[src/sv/pra_pkg.sv]
// Package for the priority round-robin arbiter.
// Holds command and register index codes and fixed field widths; no dependencies.
package pra_pkg;

    localparam int LANE_FIELD_W = 4;
    localparam int PRIO_TABLE_W = 64;
    localparam int CFG_INDEX_W  = 8;

    localparam logic CMD_SCHEDULE = 1'b0;
    localparam logic CMD_RETIRE   = 1'b1;

    localparam logic [CFG_INDEX_W-1:0] REG_PRIORITY_TABLE = 8'd0;
    localparam logic [CFG_INDEX_W-1:0] REG_SCHED_ENABLE   = 8'd1;

    localparam logic [PRIO_TABLE_W-1:0] PRIO_TABLE_RESET = 64'h1111_1111_1111_1111;

endpackage

[src/sv/priority_round_robin_arbiter.sv]
// Priority round-robin arbiter top level: one compare unit stepped over the lanes.
// Depends on pra_pkg.
//
//  channel | direction | ports                                   | handshake
//  --------+-----------+-----------------------------------------+--------------------
//  s_      | in        | s_command, s_lane                       | s_valid / s_ready
//  m_      | out       | m_grant_valid, m_grant_lane, m_none_active | m_valid / m_ready
//  cfg_    | in        | cfg_index, cfg_data                     | cfg_valid / cfg_ready
//
// Retire: result is presented the cycle after the request is taken.
// Schedule: a minimum-priority pass over every lane, then a round-robin match pass from
// the pointer that stops at the first live lane at that minimum, then a done state that
// loads the result once the output is free; the single priority comparator walks the lanes.
// Reset (aresetn low, synchronous) restores the registers, marks all lanes active and
// clears the pointer. A stalled result holds the block; one request is in flight at a time.
module priority_round_robin_arbiter
    import pra_pkg::*;
#(
    parameter int LANES         = 16,
    parameter int PRIORITY_BITS = 4
) (
    input  logic                    aclk,
    input  logic                    aresetn,

    input  logic                    s_valid,
    output logic                    s_ready,
    input  logic                    s_command,
    input  logic [LANE_FIELD_W-1:0] s_lane,

    output logic                    m_valid,
    input  logic                    m_ready,
    output logic                    m_grant_valid,
    output logic [LANE_FIELD_W-1:0] m_grant_lane,
    output logic                    m_none_active,

    input  logic                    cfg_valid,
    output logic                    cfg_ready,
    input  logic [CFG_INDEX_W-1:0]  cfg_index,
    input  logic [PRIO_TABLE_W-1:0] cfg_data
);

    localparam int LANE_W = $clog2(LANES);
    localparam logic [LANE_W-1:0] LAST_LANE = LANE_W'(LANES - 1);

    localparam logic [1:0] ST_IDLE = 2'd0;
    localparam logic [1:0] ST_MIN  = 2'd1;
    localparam logic [1:0] ST_FIND = 2'd2;
    localparam logic [1:0] ST_DONE = 2'd3;

    logic [PRIO_TABLE_W-1:0]  prio_table_reg;
    logic                     enable_reg;
    logic [LANES-1:0]         active_reg,  active_next;
    logic [LANE_W-1:0]        start_reg,   start_next;
    logic [1:0]               state_reg,   state_next;
    logic [LANE_W-1:0]        idx_reg,     idx_next;
    logic [LANE_W-1:0]        cnt_reg,     cnt_next;
    logic [PRIORITY_BITS-1:0] best_reg,    best_next;
    logic                     found_reg,   found_next;
    logic [LANE_W-1:0]        win_reg,     win_next;

    logic                     m_valid_reg, m_valid_next;
    logic                     grant_valid_reg, grant_valid_next;
    logic [LANE_FIELD_W-1:0]  grant_lane_reg,  grant_lane_next;
    logic                     none_active_reg, none_active_next;

    logic                     s_take;
    logic                     out_free;
    logic [PRIORITY_BITS-1:0] cur_prio;
    logic                     cur_live;
    logic                     prio_lt;
    logic                     prio_eq;
    logic                     grant;

    assign out_free  = !m_valid_reg || m_ready;
    assign s_ready   = (state_reg == ST_IDLE) && out_free;
    assign s_take    = s_valid && s_ready;
    assign cfg_ready = 1'b1;

    // shared compare unit: priority of the lane under the scan index against the best
    assign cur_prio = prio_table_reg[idx_reg*PRIORITY_BITS +: PRIORITY_BITS];
    assign cur_live = active_reg[idx_reg];
    assign prio_lt  = cur_prio < best_reg;
    assign prio_eq  = cur_prio == best_reg;
    assign grant    = found_reg && enable_reg;

    always_comb begin
        state_next       = state_reg;
        active_next      = active_reg;
        start_next       = start_reg;
        idx_next         = idx_reg;
        cnt_next         = cnt_reg;
        best_next        = best_reg;
        found_next       = found_reg;
        win_next         = win_reg;
        m_valid_next     = m_valid_reg && !m_ready;
        grant_valid_next = grant_valid_reg;
        grant_lane_next  = grant_lane_reg;
        none_active_next = none_active_reg;

        case (state_reg)
            ST_IDLE: begin
                if (s_take) begin
                    if (s_command == CMD_RETIRE) begin
                        if ({1'b0, s_lane} < (LANE_FIELD_W + 1)'(LANES)) begin
                            active_next[s_lane[LANE_W-1:0]] = 1'b0;
                        end
                        m_valid_next     = 1'b1;
                        grant_valid_next = 1'b0;
                        grant_lane_next  = '0;
                        none_active_next = (active_next == '0);
                    end else begin
                        state_next = ST_MIN;
                        idx_next   = '0;
                        cnt_next   = '0;
                        best_next  = '1;
                        found_next = 1'b0;
                        win_next   = '0;
                    end
                end
            end
            ST_MIN: begin
                if (cur_live && prio_lt) begin
                    best_next = cur_prio;
                end
                if (cnt_reg == LAST_LANE) begin
                    state_next = ST_FIND;
                    idx_next   = start_reg;
                    cnt_next   = '0;
                end else begin
                    idx_next = idx_reg + 1'b1;
                    cnt_next = cnt_reg + 1'b1;
                end
            end
            ST_FIND: begin
                if (cur_live && prio_eq) begin
                    found_next = 1'b1;
                    win_next   = idx_reg;
                    state_next = ST_DONE;
                end else if (cnt_reg == LAST_LANE) begin
                    state_next = ST_DONE;
                end else begin
                    idx_next = (idx_reg == LAST_LANE) ? '0 : idx_reg + 1'b1;
                    cnt_next = cnt_reg + 1'b1;
                end
            end
            ST_DONE: begin
                if (out_free) begin
                    state_next       = ST_IDLE;
                    m_valid_next     = 1'b1;
                    grant_valid_next = grant;
                    grant_lane_next  = grant ? LANE_FIELD_W'(win_reg) : '0;
                    none_active_next = (active_reg == '0);
                    if (grant) begin
                        start_next = (win_reg == LAST_LANE) ? '0 : win_reg + 1'b1;
                    end
                end
            end
            default: begin
                state_next = ST_IDLE;
            end
        endcase
    end

    always_ff @(posedge aclk) begin
        if (!aresetn) begin
            prio_table_reg <= PRIO_TABLE_RESET;
            enable_reg     <= 1'b1;
            active_reg     <= '1;
            start_reg      <= '0;
            state_reg      <= ST_IDLE;
            m_valid_reg    <= 1'b0;
        end else begin
            if (cfg_valid && cfg_ready) begin
                if (cfg_index == REG_PRIORITY_TABLE) begin
                    prio_table_reg <= cfg_data;
                end else if (cfg_index == REG_SCHED_ENABLE) begin
                    enable_reg <= cfg_data[0];
                end
            end
            active_reg  <= active_next;
            start_reg   <= start_next;
            state_reg   <= state_next;
            m_valid_reg <= m_valid_next;
        end
    end

    always_ff @(posedge aclk) begin
        idx_reg         <= idx_next;
        cnt_reg         <= cnt_next;
        best_reg        <= best_next;
        found_reg       <= found_next;
        win_reg         <= win_next;
        grant_valid_reg <= grant_valid_next;
        grant_lane_reg  <= grant_lane_next;
        none_active_reg <= none_active_next;
    end

    assign m_valid       = m_valid_reg;
    assign m_grant_valid = grant_valid_reg;
    assign m_grant_lane  = grant_lane_reg;
    assign m_none_active = none_active_reg;

endmodule

[config.mk]
export PLATFORM = sky130hd
export DESIGN_NAME = priority_round_robin_arbiter
export DESIGN_NICKNAME = d
export VERILOG_FILES = /design/src/sv/pra_pkg.sv /design/src/sv/priority_round_robin_arbiter.sv
export SDC_FILE = /design/constraint.sdc
export NUM_CORES = 1
export LEC_CHECK = 0
export BUFFER_PORTS_ARGS = -buffer_cell sky130_fd_sc_hd__buf_2
export CAP_MARGIN = 40
export CORE_AREA = 2 2 111 113
export DETAILED_ROUTE_END_ITERATION = 7
export DIE_AREA = 0 0 113 115
export PLACE_DENSITY = 0.71
export SLEW_MARGIN = 20
export SYNTH_ARGS = -nofsm -noshare
export SYNTH_HDL_FRONTEND = slang
export SYNTH_SLANG_ARGS = --single-unit
[constraint.sdc]
create_clock -name aclk -period 3.3 [get_ports aclk]
set_input_delay 0.33 -clock aclk [delete_from_list [all_inputs] [get_ports aclk]]
set_output_delay 0.33 -clock aclk [all_outputs]
set_load 0.02 [all_outputs]
Word level (Yosys, flattened, before mapping)
Cells that the tools add are included.
{ "word_totals": {"register_bits": 111, "out_inout_bits": 9} }
{ "classes": {"add_sub_neg": 3, "n_lt_le_gt_ge": 4, "n_eq_ne": 18, "shifts": 1, "muxes": 53, "n_bitwise": 3, "reduce_logical": 27} }
{ "op_table": {"columns": ["operator", "n"], "rows": [
  ["$mux W4", 18],
  ["$shiftx A64 B7 Y4", 1],
  ["$mux W16", 3],
  ["$logic_not A16 Y1", 2],
  ["$pmux W4 S2", 3],
  ["$pmux W4 S3", 2],
  ["$ne A2 B2 Y1 const B", 9],
  ["$and A16 B16 Y16", 1],
  ["$not A16 Y16", 1],
  ["$mux W1", 14],
  ["$add A4 B1 Y4 const B", 3],
  ["$eq A4 B4 Y1 const B", 3],
  ["$mux W2", 6],
  ["$reduce_and A4 Y1", 3],
  ["$lt A4 B5 Y1 const B", 2],
  ["$reduce_and A5 Y1", 2],
  ["$reduce_and A3 Y1", 3],
  ["$eq A8 B1 Y1 const B", 1],
  ["$logic_not A8 Y1", 1],
  ["$pmux W1 S2", 4],
  ["$pmux W2 S4", 1],
  ["$logic_and A1 B1 Y1", 7],
  ["$reduce_bool A2 Y1", 3],
  ["$bmux W1 S4", 1],
  ["other kinds (13)", 15]
]} }

Longest topological paths before layout
{ "depth": {"ltp_word": 13, "mapped_depth": 13} }

Worst setup path before layout
Ideal clock, no wire load.
{ "synth_timing": {"path_kind": "register to register", "startpoint": "reg idx_reg[0]", "endpoint": "reg cnt_reg[0], enable pin", "arrival_ns": 2.920, "setup_slack_ns": 0.007, "stages_incl_launch_ff": 13, "path_buffers": 3, "synth_period_minus_slack_ns": 3.293, "path_cell_list": "edfxtp_1 buf_6 buf_6 buf_6 mux4_2 a22oi_1 nand2_1 ha_1 and4_1 o21ai_1 o22ai_2 a31o_1 a211oi_2"} }
{ "synth_via": {"elab_chain_cells": 5, "word_cells_on_any_way": 7, "cone_classes": "eq/ne: 2; shift: 1; mux: 2; reduce/logical: 2"} }
{ "synth_rtl": {"columns": ["item", "line_no", "rtl"], "rows": [
  ["start: declaration", "priority_round_robin_arbiter.sv:55", "logic [LANE_W-1:0] idx_reg, idx_next;"],
  ["start signal: assignment", "priority_round_robin_arbiter.sv:188", "idx_reg <= idx_next;"],
  ["$shiftx A64 B7 Y4", "priority_round_robin_arbiter.sv:80", "assign cur_prio = prio_table_reg[idx_reg*PRIORITY_BITS +: PRIORITY_BITS];"],
  ["via cur_prio[3]", "priority_round_robin_arbiter.sv:68", "logic [PRIORITY_BITS-1:0] cur_prio;"],
  ["$eq A4 B4 Y1", "priority_round_robin_arbiter.sv:83", "assign prio_eq = cur_prio == best_reg;"],
  ["$logic_and A1 B1 Y1", "priority_round_robin_arbiter.sv:135", "if (cur_live && prio_eq) begin"],
  ["$ne A2 B2 Y1 (no source line)", null, null],
  ["$reduce_and A5 Y1 (no source line)", null, null],
  ["end signal: assignment", "priority_round_robin_arbiter.sv:189", "cnt_reg <= cnt_next;"],
  ["end: declaration", "priority_round_robin_arbiter.sv:56", "logic [LANE_W-1:0] cnt_reg, cnt_next;"]
]} }
The timed path passes the listed nets, and every way through them passes these cells. The select of a mux whose other input is x is not followed.
A chain may end at the register's enable or synchronous reset.

Final worst setup path
{ "layout_timing": {"startpoint": "reg idx_reg[0]", "endpoint": "reg idx_reg[2], enable pin"} }
{ "layout_via": {"elab_chain_cells": 5, "word_cells_on_any_way": 7, "cone_classes": "eq/ne: 2; shift: 1; mux: 2; reduce/logical: 2"} }
{ "layout_rtl": {"columns": ["item", "line_no"], "rows": [
  ["$shiftx A64 B7 Y4", "priority_round_robin_arbiter.sv:80"],
  ["via cur_prio[2]", "priority_round_robin_arbiter.sv:68"],
  ["$eq A4 B4 Y1", "priority_round_robin_arbiter.sv:83"],
  ["$logic_and A1 B1 Y1", "priority_round_robin_arbiter.sv:135"],
  ["$ne A2 B2 Y1 (no source line)", null],
  ["$reduce_and A5 Y1 (no source line)", null]
]} }
The timed path passes the listed nets, and every way through them passes these cells. The select of a mux whose other input is x is not followed.

==> flow_metrics.env <==
export IMPL_final_cell_mix="nand2_1, buf_2, dfxtp_1"
export IMPL_insertion_delay_ps=360
export IMPL_ys_ff_latch=111
export IMPL_die_x_um=113
export IMPL_run_status="complete, but fails checks"
export IMPL_ys_warn_count=0
export IMPL_crit_arrival_ps=3210
export IMPL_max_slew_margin=0.5825
export IMPL_grt_pass1_wl_um=20890
export IMPL_largest_reg_flops=64
export IMPL_async_reset_ff_frac=0
export IMPL_vias=4521
export IMPL_finalHoldViolations=0
export IMPL_cp_required_ps=3360
export IMPL_tightest_slew_ps=626.3
export IMPL_fin_nets=763
export IMPL_crit_path_end_kind="flip-flop"
export IMPL_start_util=0.4483
export IMPL_ant_nets=0
export IMPL_drc=3
export IMPL_fin_total_pwr_w=0.003989
export IMPL_fin_crit_ps=3148
export IMPL_seq_area_frac_synth=0.4631
export IMPL_cts_buffers=9
export IMPL_place_area_mm2=0.005842
export IMPL_antenna_cells=0
export IMPL_rsz0062_at_grt="false"
export IMPL_violations="design-rule violations"
export IMPL_clkSinkCount=111
export IMPL_maxSlewViolCount=0
export IMPL_io_buffer_count=89
export IMPL_whs_path_depth=3
export IMPL_cts_root_buf="clkbuf_16"
export IMPL_layout_drive_gt1_share=0.2074
export IMPL_p_leak_nw=2.354
export IMPL_cts_max_path_buffers=2
export IMPL_path_class="flip-flop to flip-flop"
export IMPL_syn_nets=690
export IMPL_synthesis_area_mm2=0.005295
export IMPL_min_path_type="input pin to flip-flop"
export IMPL_avgViaCountPerCell=5.500
export IMPL_gr_total_overflow=0
export IMPL_reg2reg_depth=13
export IMPL_grt_max_degree=54
export IMPL_fmax_ghz=0.3177
export IMPL_synth_area_per_cell_um2=8.869
export IMPL_path_max_fanout=13
export IMPL_coreArea_mm2=0.01181
export IMPL_peakVddDrop_mv=0.3419
export IMPL_clkTransAtPathRegs_ps=70
export IMPL_drtIter0Drc=313
export IMPL_cts_tree="done"
export IMPL_powerDensity_mw_per_mm2=644.9
export IMPL_antenna_found_initial=0
export IMPL_synth_edf_count=23
export IMPL_period_share=0.9538
export IMPL_fin_setup_tns_ps=0
export IMPL_synth_distinct_cells=61
export IMPL_fill_cells=1113
export IMPL_final_common_cell="nand2_1"
export IMPL_dpl_hpwl_um=9366
export IMPL_cap_violations=0
export IMPL_track_usage=0.1980
export IMPL_startpoint_type="flip-flop"
export IMPL_fp_row_count=40
export IMPL_die_h_um=115
export IMPL_routed_wl_um=12730
export IMPL_globalplace_congestion=0.8971
export IMPL_synth_cells=597
export IMPL_syn_to_final_growth_pct=16.80
export IMPL_drt_pass1_iter_count=6
export IMPL_htree_levels=3
export IMPL_fin_area_mm2=0.006185
export IMPL_die_area_mm2=0.01300
export IMPL_synthFlopType="dfxtp_1"
export IMPL_grt_pass1_vias=4415
export IMPL_skew_ps=9.226
export IMPL_wire_per_inst_um=15.49
export IMPL_io_pin_count=91
export IMPL_setup_violations=0
## cells in the mapped netlist, types with 2 or more instances
master,instances,area (um2)
a211oi_1,2,15.01
a21o_1,4,30.03
a21oi_1,57,285.3
a221oi_1,9,78.83
a22oi_1,3,22.52
a31oi_1,3,18.77
and2_1,9,56.30
buf_2,8,40.04
buf_4,2,15.01
buf_6,3,33.78
clkbuf_1,27,101.4
dfxtp_1,88,1762
edfxtp_1,23,690.7
ha_1,11,137.6
inv_1,11,41.29
mux2_1,2,22.52
mux2i_1,21,210.2
mux4_2,10,225.2
nand2_1,163,611.8
nand2b_1,7,43.79
nand3_1,25,125.1
nand4_1,2,12.51
nand4b_1,5,43.79
nor2_1,15,56.30
nor2b_1,5,31.28
nor3_1,2,10.01
nor4_1,4,25.02
nor4b_1,3,26.28
o21a_1,2,15.01
o21ai_0,30,150.1
o21ai_1,3,15.01
o22a_1,2,17.52
or2_1,2,12.51
or3_1,2,12.51
or4b_1,2,20.02
or4bb_1,2,22.52
xnor2_1,4,35.03
## cell type report
class                           count  area (um2)  area share
Timing Repair Buffer              102       568.0     0.09185
Clock inverter                      4       25.02    0.004046
Multi-Input combinational cell    434        2631      0.4254
Clock buffer                       12       279.0     0.04511
Tap cell                          147       183.9     0.02974
Sequential cell                   111        2452      0.3965
Inverter                           12       45.04    0.007283
## logic make-up after synthesis
group | synth area share
flip-flops | 0.4631
AND/OR/NAND/NOR | 0.2221
AO/OA/AOI/OAI | 0.1439
multiplexers | 0.09145
XOR/XNOR | 0.008270
other | 0.0007082
buffers and inverters | 0.04442
adder cells (fa/ha/maj) | 0.02599
## power by group
| group | switching, W | internal (W) | leakage [nW] |
|---|---|---|---|
| sequential | 0.0000975 | 0.00157 | 0.930 |
| clock | 0.000492 | 0.000602 | 0.145 |
| combinational | 0.000721 | 0.000505 | 1.28 |
| total | 0.00131 | 0.00268 | 2.35 |
## timing repair
| item | in CTS | in global routing |
|---|---|---|
| endpoints found under the setup margin | 0 | 17 |
| hold buffers | 0 | 0 |
| hold endpoints to repair | 0 | 0 |
| gates resized for setup | 0 | 4 |
| setup buffers | 0 | 0 |
## routing by layer
layer / GRT usage / wire, um / vias up
met1: 0.2445 / 5683 / 2171
met3: 0.02741 / 483 / 14
li1: - / - / 2235
met2: 0.3549 / 6382 / 101
met5: 0 / 0 / -
met4: 0.07154 / 183 / 0
## worst paths after layout
| path | startpoint | end | slack, ps |
|---|---|---|---|
| setup / recovery | idx_reg[0]$_DFFE_PP_ | idx_reg[2]$_DFFE_PP_ | 150 |
| hold / removal | cfg_data[44] | prio_table_reg[44]$_SDFFE_PN1P_ | 190 |
| setup reg to reg | idx_reg[0]$_DFFE_PP_ | idx_reg[2]$_DFFE_PP_ | 150 |
| hold reg to reg | prio_table_reg[18]$_SDFFE_PN0P_ | prio_table_reg[18]$_SDFFE_PN0P_ | 460 |
## worst max-delay path, stage by stage, from the launching register on
cell	delay (ps)
edfxtp_1	350
buf_4	260
buf_4	210
mux2i_1	230
a221oi_2	110
o21ai_0	280
nand2_1	110
ha_1	290
and4_1	170
o21ai_1	100
o22ai_2	110
a31o_1	200
a211oi_2	200
buf_4	200
## per-stage QoR
stage	setup WS (ps)	cells	util	hold slack, ps
after floorplan	6.877	597	-	433.1
after CTS	128.9	821	0.5203	188.6
after global placement	260.8	804	0.4929	446.9
final	152.5	822	0.5236	190.5
after detailed placement	143.3	805	0.4946	447.7
after global routing	12.20	822	0.5236	196.6
Power figures use the tool's default switching activity.
